## config.mk

```make
export PLATFORM = sky130hd
export DESIGN_NAME = vwt_front
export DESIGN_NICKNAME = d
export VERILOG_FILES = /design/src/design/vwt_pkg.sv /design/src/design/vwt_front.sv
export SDC_FILE = /design/constraint.sdc
export NUM_CORES = 1
export LEC_CHECK = 0
export ABC_CLOCK_PERIOD_IN_PS = 5230
export BUFFER_PORTS_ARGS = -buffer_cell sky130_fd_sc_hd__buf_2
export CAP_MARGIN = 10
export CORE_MARGIN = 4
export CORE_UTILIZATION = 46
export DETAILED_ROUTE_END_ITERATION = 10
export GPL_TIMING_DRIVEN = 0
export PLACE_DENSITY = 0.74
export SLEW_MARGIN = 20
export SYNTH_ARGS = -nofsm -noshare
export SYNTH_HDL_FRONTEND = slang
export SYNTH_SLANG_ARGS = --single-unit
```

## constraint.sdc

```tcl
create_clock -name clk -period 5.23 [get_ports clk]
set_clock_uncertainty 0.2 [all_clocks]
set_input_delay 1.046 -clock clk [delete_from_list [all_inputs] [get_ports clk]]
set_output_delay 1.046 -clock clk [all_outputs]
set_load 0.1 [all_outputs]
```

## src/design/vwt_pkg.sv

```systemverilog
`timescale 1ns / 1ps
`default_nettype none

package vwt_pkg;

	localparam int TABLE_DEPTH = 1024;
	localparam int ADDR_W      = $clog2(TABLE_DEPTH);
	localparam int CNT_W       = $clog2(TABLE_DEPTH + 1);
	localparam int IDX_W       = 10;
	localparam int COORD_W     = 32;
	localparam int TOL_W       = 31;
	localparam logic [TOL_W-1:0] TOL_RESET = TOL_W'(10);

	typedef struct packed {
		logic signed [COORD_W-1:0] x;
		logic signed [COORD_W-1:0] y;
		logic signed [COORD_W-1:0] z;
	} point_t;

	typedef struct packed {
		logic [IDX_W-1:0] index;
		logic             is_new;
		logic             table_full;
	} result_t;

	// low IDX_W bits of a table index, zero extended when the table is small
	function automatic logic [IDX_W-1:0] to_index(input logic [CNT_W-1:0] v);
		logic [IDX_W+CNT_W-1:0] wide;
		wide = {IDX_W'(0), v};
		return wide[IDX_W-1:0];
	endfunction

endpackage

`default_nettype wire

```

## src/design/vwt_front.sv

```systemverilog
`timescale 1ns / 1ps
`default_nettype none

module vwt_front (
	input  logic            clk,
	input  logic            arst_n,
	input  logic            in_valid,
	output logic            in_ready,
	input  vwt_pkg::point_t in_point,
	output logic            q_valid,
	output vwt_pkg::point_t q_point,
	input  logic            q_pop
);
	import vwt_pkg::*;

	// two-word queue between the input port and the scanner
	point_t     entry_q [2];
	logic [1:0] fill_q;
	logic       wr_ptr_q;
	logic       rd_ptr_q;
	logic       push;
	logic       pop;

	assign in_ready = (fill_q != 2'd2);
	assign q_valid  = (fill_q != 2'd0);
	assign q_point  = entry_q[rd_ptr_q];
	assign push     = in_valid && in_ready;
	assign pop      = q_pop && q_valid;

	always_ff @(posedge clk) begin
		if (push) begin
			entry_q[wr_ptr_q] <= in_point;
		end
	end

	always_ff @(posedge clk or negedge arst_n) begin
		if (!arst_n) begin
			fill_q   <= 2'd0;
			wr_ptr_q <= 1'b0;
			rd_ptr_q <= 1'b0;
		end else begin
			if (push) begin
				wr_ptr_q <= ~wr_ptr_q;
			end
			if (pop) begin
				rd_ptr_q <= ~rd_ptr_q;
			end
			if (push && !pop) begin
				fill_q <= fill_q + 2'd1;
			end else if (pop && !push) begin
				fill_q <= fill_q - 2'd1;
			end
		end
	end

endmodule

`default_nettype wire

```

### Word-level counts from Yosys, hierarchy flattened

Memories as Yosys holds them, arrays and structs flattened.
Cells that the tools add are included.

| cells by class | value |
|---|---|
| muxes and demuxes | 4 |
| reduce and logical (&&, ||, !) cells | 8 |
| bitwise operators | 2 |
| $add $sub $neg | 2 |
| eq/ne operators | 1 |

Operators with widths:

| operator | count |
|---|---|
| logical AND 1 bit | 4 |
| 2-to-1 mux 2 bit | 2 |
| nonzero test 2 bit | 2 |
| adder 2 x 1 -> 2 bit, second input constant | 1 |
| zero test 1 bit | 2 |
| 2-to-1 mux 1 bit | 2 |
| inequality test 2 bit, second input constant | 1 |
| NOT 1 bit | 2 |
| subtractor 2 x 1 -> 2 bit, second input constant | 1 |

| storage, ports and cells | value |
|---|---|
| memory bits (writable) | 192 |
| word-level logic and storage cells | 21 |
| memories kept | 1 |
| register bits | 4 |
| output and inout port bits | 98 |
| input port bits | 100 |

Memories:

| memory | words | width | read ports | clocked after Yosys merged registers in | wr ports | line | RTL |
|---|---|---|---|---|---|---|---|
| entry_q | 2 | 96 | 1 | 0 | 1 | vwt_front.sv:17 | `point_t entry_q [2];` |

### Longest topological paths before layout

Gate-level depths: netlist of the first run.

| depth | value |
|---|---|
| depth in word-level cells | 6 |
| mapped depth | 7 |
| depth with buffers taken out | 7 |

### Worst setup path after synthesis of the first run

No wires, ideal clock.

| path | value |
|---|---|
| path kind | register -> register |
| start | register fill_q[0] |
| end | memory entry_q[0][0] in the netlist's numbering, enable pin |
| path slack | -1.012 ns |
| cell stages (with the launch flop) | 4 |
| buffers on the path | 0 |
| library setup time | 0.552 ns |
| arrival | 5.490 ns |
| clock period less this slack | 6.242 ns |
| required time | 4.478 ns |
| cells stage by stage | dfrtp_1 nand2b_1 nand2_1 nor2_1 |

| between the ends | value |
|---|---|
| cells in the longest elaborated chain, start to end | 4 |

Ends and longest elaborated chain:

| item | line | RTL |
|---|---|---|
| from (decl) | vwt_front.sv:18 | `logic [1:0] fill_q;` |
| from (signal assigned) | vwt_front.sv:49 | `fill_q <= fill_q + 2'd1;` |
| from (signal assigned) | vwt_front.sv:51 | `fill_q <= fill_q - 2'd1;` |
| inequality test 2 bit | vwt_front.sv:24 | `assign in_ready = (fill_q != 2'd2);` |
| net in_ready | vwt_front.sv:8 | `output logic in_ready,` |
| logical AND 1 bit | vwt_front.sv:27 | `assign push = in_valid && in_ready;` |
| 2-to-1 mux 1 bit | vwt_front.sv:31 | `if (push) begin` |
| 2-to-1 mux 1 bit (not written as such) | vwt_front.sv:32 | `entry_q[wr_ptr_q] <= in_point;` |
| to (decl) | vwt_front.sv:17 |  |

The timed path passes the listed nets, and every way through them passes these cells.

==> results of run 1 <==
[metrics by stage]
step / utilization (%) / instances
floorplan: - / 317
global placement: 55.4 / 725
detailed placement: 56.4 / 730
CTS: 59.8 / 760
global route: 59.8 / 760
finish: 59.8 / 760
[worst max-delay path by stage]
stage | from | endpoint | slack (ps) | depth (start not counted)
2_1_floorplan | fill_q[0]$_DFFE_PN0P_ | entry_q[0][0]$_DFFE_PP_ | 600 | 3
3_3_place_gp | in_valid | entry_q[0][70]$_DFFE_PP_ | -360 | 3
3_5_place_dp | rd_ptr_q$_DFFE_PN0P_ | q_point[76] | 2530 | 5
4_1_cts | rd_ptr_q$_DFFE_PN0P_ | q_point[76] | 2070 | 5
5_1_grt | rd_ptr_q$_DFFE_PN0P_ | q_point[74] | 2030 | 5
6_report | rd_ptr_q$_DFFE_PN0P_ | q_point[74] | 2120 | 5
[area by class of cell]
type	count	area [um^2]	area share, %
inverter	1	3.75	0.0410
timing repair buffer	202	1120	12.2
clock buffer	20	437	4.77
clock inverter	10	86.3	0.943
buffer	11	86.3	0.943
sequential	196	5870	64.1
tap	211	264	2.88
multi-input combinational	109	1300	14.2
[critical path: stages, from the launching register on]
cell and delay (ps):
dfrtp_1 340, buf_6 130, buf_6 170, buf_6 200, mux2_4 310, buf_2 290
[state kept, by name, indices dropped and copies added (netlist names)]
register / count
rd_ptr_q: 1
fill_q: 2
wr_ptr_q: 1
entry_q: 192
[cell families after synthesis]
kind of cell	synth area share (%)
adders and majority gates	0.173
muxes	16.5
and+or+nand+nor	0.467
buffers and inverters	1.24
xor gates and xnor gates	0.605
DFF	81.0
[layout by cell type, fill, tap and decap left out]
cell type / instances
ha_1: 1
buf_16: 4
inv_1: 1
nand2b_1: 1
nor2_1: 1
buf_6: 5
clkinv_2: 1
edfxtp_1: 192
nand2_1: 2
xor2_1: 2
mux2_4: 30
clkbuf_16: 17
inv_6: 1
nor2_4: 1
buf_2: 203
dfrtp_1: 4
clkinv_1: 3
clkbuf_1: 3
clkinvlp_4: 3
buf_12: 1
clkinv_4: 1
bufinv_16: 1
and3_4: 1
xnor2_1: 3
mux2_2: 66
or2_2: 1
[metal layers]
metal  wire length (um)  global-route usage, %
met1               5240                   17.2
met2               6560                   25.1
met3                921                   4.95
met4                201                   6.00
met5                  0                      0
==> flow_summary.json, run 1 <==
{
  "reg2reg_depth": 5,
  "num_vias": 3610,
  "cts-buffers-inserted": 17,
  "synth_edf_count": 192,
  "worst_ep_required_time_ps": 3980,
  "gp_congestion": 0.712,
  "n_antenna_cell": 0,
  "synth.cell_area_um2": 7240,
  "synthArstFlopShare_pct": 2.04,
  "cp-end-kind": "output port",
  "die_x_um": 133,
  "die_h_um": 133,
  "antenna_found_initial": 0,
  "setup_tns_ps": 0,
  "vias_per_cell": 4.75,
  "post-dp-hpwl_mm": 9.20,
  "drive_gt1_share_pct": 61.2,
  "r2r-start": "fill_q[0]$_DFFE_PN0P_",
  "synth_seq_area_share_pct": 81.0,
  "slew-limit-headroom_pct": 54.8,
  "grt_max_degree": 52,
  "cts_buffer_depth": 2,
  "grt_pass1_wl_mm": 20.2,
  "rsz0062_at_grt": "false",
  "final_cell_area_um2": 9160,
  "yosysMostFrequentCell": "edfxtp_1",
  "dpl_cell_area_um2": 8630,
  "antenna_left": 0,
  "clkSinkCount": 196,
  "cts_resized": 0,
  "wire_per_inst_um": 17.0,
  "die_area_um2": 17800,
  "yosys-top-cells-count": "192 x edfxtp_1, 66 x mux2_2, 30 x mux2_4, 6 x buf_2, 5 x buf_6",
  "max_freq_mhz": 322,
  "insertion_delay_ps": 410,
  "r2r_slack_ps": 3100,
  "crit_path_start_kind": "register",
  "maxCapViolCount": 0,
  "cts_max_level": 4,
  "drt-pass1-iter-count": 6,
  "fin_crit_sh_pct": 59.4,
  "status": "complete, no violations",
  "crit_arrival_ps": 1860,
  "hold_viol": 0,
  "synthToLayoutAreaGrowth_pct": 26.5,
  "yosys.area.top_type": "edfxtp_1",
  "netlist_top_cells_area": "edfxtp_1 80%, mux2_2 10%, mux2_4 6.2%",
  "tightest_slew_ps": 678,
  "coreArea_um2": 15300,
  "fin_nets": 639,
  "grt_pass1_vias": 3910,
  "post-place-ws_ps": 2530,
  "clockRootBuffer": "clkbuf_16",
  "first_iter_violations": 132,
  "ios": 198,
  "path_max_fanout": 10,
  "cts_tree": "built",
  "synth_cells": 317,
  "cts_setup_buffers": 0,
  "drc_errors": 0,
  "overflow": 0,
  "hold_slack_ps": 229,
  "drv_slew": 0,
  "r2r_end": "entry_q[0][94]$_DFFE_PP_",
  "wl_mm": 12.9,
  "clkTransAtPathRegs_ps": 60,
  "setup.worst_path.class": "reg -> out",
  "yosys_warnings": 0,
  "synth_flop_cell": "edfxtp_1",
  "start_util_pct": 47.3,
  "synth.ff_latch_count": 196,
  "avgSynthCellArea_um2": 22.8,
  "num-fill-cells": 1163,
  "ys_types": 15,
  "holdBufCountCts": 0,
  "grtUsageTotal_pct": 14.7,
  "io_buffers": 197,
  "min_period_ps": 3110,
  "min_path_type": "in -> async",
  "row_count": 45,
  "synth_top_area_share_pct": 79.6,
  "final-setup-viol-count": 0,
  "synth_nets": 418,
  "setup_slack_ps": 2120
}
Power of run 1 is not shown: default switching activity piles up to over one toggle a cycle in this logic, so the estimate is an artifact.
==> run 2: changes to the inputs <==
- ABC_CLOCK_PERIOD_IN_PS: 5230 -> 3100
- PLACE_DENSITY: 0.74 -> 0.71
- clock period: 5.23 -> 3.1 ns (I/O delays scaled with it)
==> run 2 against run 1 <==
  * Sequential share of layout area decreased by 0.62 points
  * Count of clock-buffer cells in the layout decreased by 1
  * Utilization grew 0.59 points
  * Via count rose by 0.69%
  * Non-clock buffer count rose by 1
  * Global-route usage is 0.37 points higher
  * Cell area increased by 0.98%
  * Final cell count increased by 0.53%
  * Sequential cell count stayed put
  * Critical endpoint is now q_point[72]
  * Highest routed layer is now met5
==> flow_summary.json, run 2 (synthesized netlist as in run 1, its figures left out) <==
{
  "status": "complete, no violations",
  "setup.worst_path.class": "reg -> out",
  "ios": 198,
  "cts_setup_buffers": 0,
  "wire_per_inst_um": 17.4,
  "whs_path_depth": 1,
  "clkTransAtPathRegs_ps": 70,
  "grt_max_degree": 50,
  "max_freq_mhz": 372,
  "coreArea_um2": 15300,
  "gp_congestion": 0.732,
  "die_h_um": 133,
  "tightest_slew_ps": 702,
  "min_period_ps": 2690,
  "grt_pass1_wl_mm": 20.7,
  "fin_crit_sh_pct": 86.7,
  "start_util_pct": 47.3,
  "antenna_found_initial": 2,
  "slew-limit-headroom_pct": 53.2,
  "grt_pass1_vias": 4043,
  "cts_max_level": 4,
  "cp-end-kind": "output port",
  "clkSinkCount": 196,
  "cts-buffers-inserted": 17,
  "reg_top3": "entry_q (192), fill_q (2)",
  "io_buffers": 197,
  "die_x_um": 133,
  "seqCellArea_um2": 5870,
  "row_count": 45,
  "drc_errors": 0,
  "fin_nets": 640,
  "die_area_um2": 17800,
  "insertion_delay_ps": 410,
  "rsz0062_at_grt": "false",
  "crit_arrival_ps": 1870,
  "synthToLayoutAreaGrowth_pct": 27.7,
  "cts_tree": "built",
  "num_vias": 3635,
  "worst_ep_required_time_ps": 2280,
  "drive_gt1_share_pct": 62.0,
  "post-place-ws_ps": 820,
  "vias_per_cell": 4.76,
  "reg2reg_depth": 3,
  "num-fill-cells": 1173,
  "drt-pass1-iter-count": 4,
  "min_path_type": "in -> reg",
  "setup_slack_ps": 411,
  "cts_buffer_depth": 2,
  "maxCapViolCount": 0,
  "top_register": "entry_q",
  "wl_mm": 13.3,
  "path_max_fanout": 10,
  "first_iter_violations": 111,
  "crit_path_start_kind": "register",
  "grtUsageTotal_pct": 15.1,
  "layout_commonest_cell": "buf_2",
  "final_cell_mix": "203 x buf_2, 192 x edfxtp_1, 66 x mux2_2",
  "post-dp-hpwl_mm": 9.31,
  "clockRootBuffer": "clkbuf_16",
  "antenna_left": 0,
  "hold_viol": 0,
  "overflow": 0,
  "final-setup-viol-count": 0,
  "largest_reg_flops": 192,
  "drv_slew": 0,
  "multi_input_area_um2": 1300
}
[run 2: changes by cell type in the layout (fill, tap and decap cells not counted), sizes merged]
cell         delta
inv             +2
clkinvlp        -1
bufinv          +2
diode           +1
clkbuf          -1
dlygate4sd3     +1
[run 2: path summary, 6_finish.rpt]
| path | from | end | slack [ps] |
|---|---|---|---|
| worst min-delay path | in_point[73] | entry_q[1][73]$_DFFE_PP_ | 190 |
| worst max register to register | fill_q[0]$_DFFE_PN0P_ | entry_q[1][56]$_DFFE_PP_ | 970 |
| worst max-delay path | rd_ptr_q$_DFFE_PN0P_ | q_point[72] | 410 |
| worst min register to register | fill_q[1]$_DFFE_PN0P_ | fill_q[1]$_DFFE_PN0P_ | 340 |
| min in group asynchronous | arst_n | fill_q[1]$_DFFE_PN0P_ | 350 |
| max in group asynchronous | arst_n | wr_ptr_q$_DFFE_PN0P_ | 2220 |
[run 2: metal layers]
layer  wire length (um)  GRT usage (%)  share of wire (%)  vias up
met5                 24              0               0.18        -
met4                150           4.80                1.1        4
met3               1160           6.38                8.7       14
met2               6730           25.6                 51      138
met1               5200           17.4                 39     1780
li1                   -              -                  -     1699
[run 2: per-stage QoR]
step / instances / hold WS, ps / utilization (%) / setup TNS (ps) / cell area [um^2]
floorplan: 317 / 124 / - / 0 / 7260
global placement: 725 / 227 / 55.5 / -52610 / 8510
detailed placement: 730 / 235 / 56.3 / 0 / 8620
CTS: 763 / 162 / 60.4 / 0 / 9240
global route: 763 / 162 / 60.4 / 0 / 9240
finish: 764 / 186 / 60.4 / 0 / 9250
[run 2: cell type report]
type	instances	area share (%)
Multi-Input combinational cell	109	14.1
Tap cell	211	2.86
Buffer	11	0.934
Sequential cell	196	63.4
Timing Repair Buffer	203	12.0
Inverter	1	0.0406
Clock buffer	19	4.68
Antenna cell	1	0.0271
Clock inverter	13	1.89
[run 2: worst max-delay path, stage by stage, from the launching register on]
cell and delay, ps:
dfrtp_1 370, buf_6 130, buf_6 150, buf_6 170, mux2_4 210, buf_2 420
[run 2: what timing repair did]
| item | CTS | global route |
|---|---|---|
| endpoints found under the setup margin | 0 | 0 |
| hold buffers | 1 | 0 |
| hold endpoints to repair | 4 | 0 |
| gates resized for setup | 0 | 0 |
Power of run 2 is left out for the same reason.
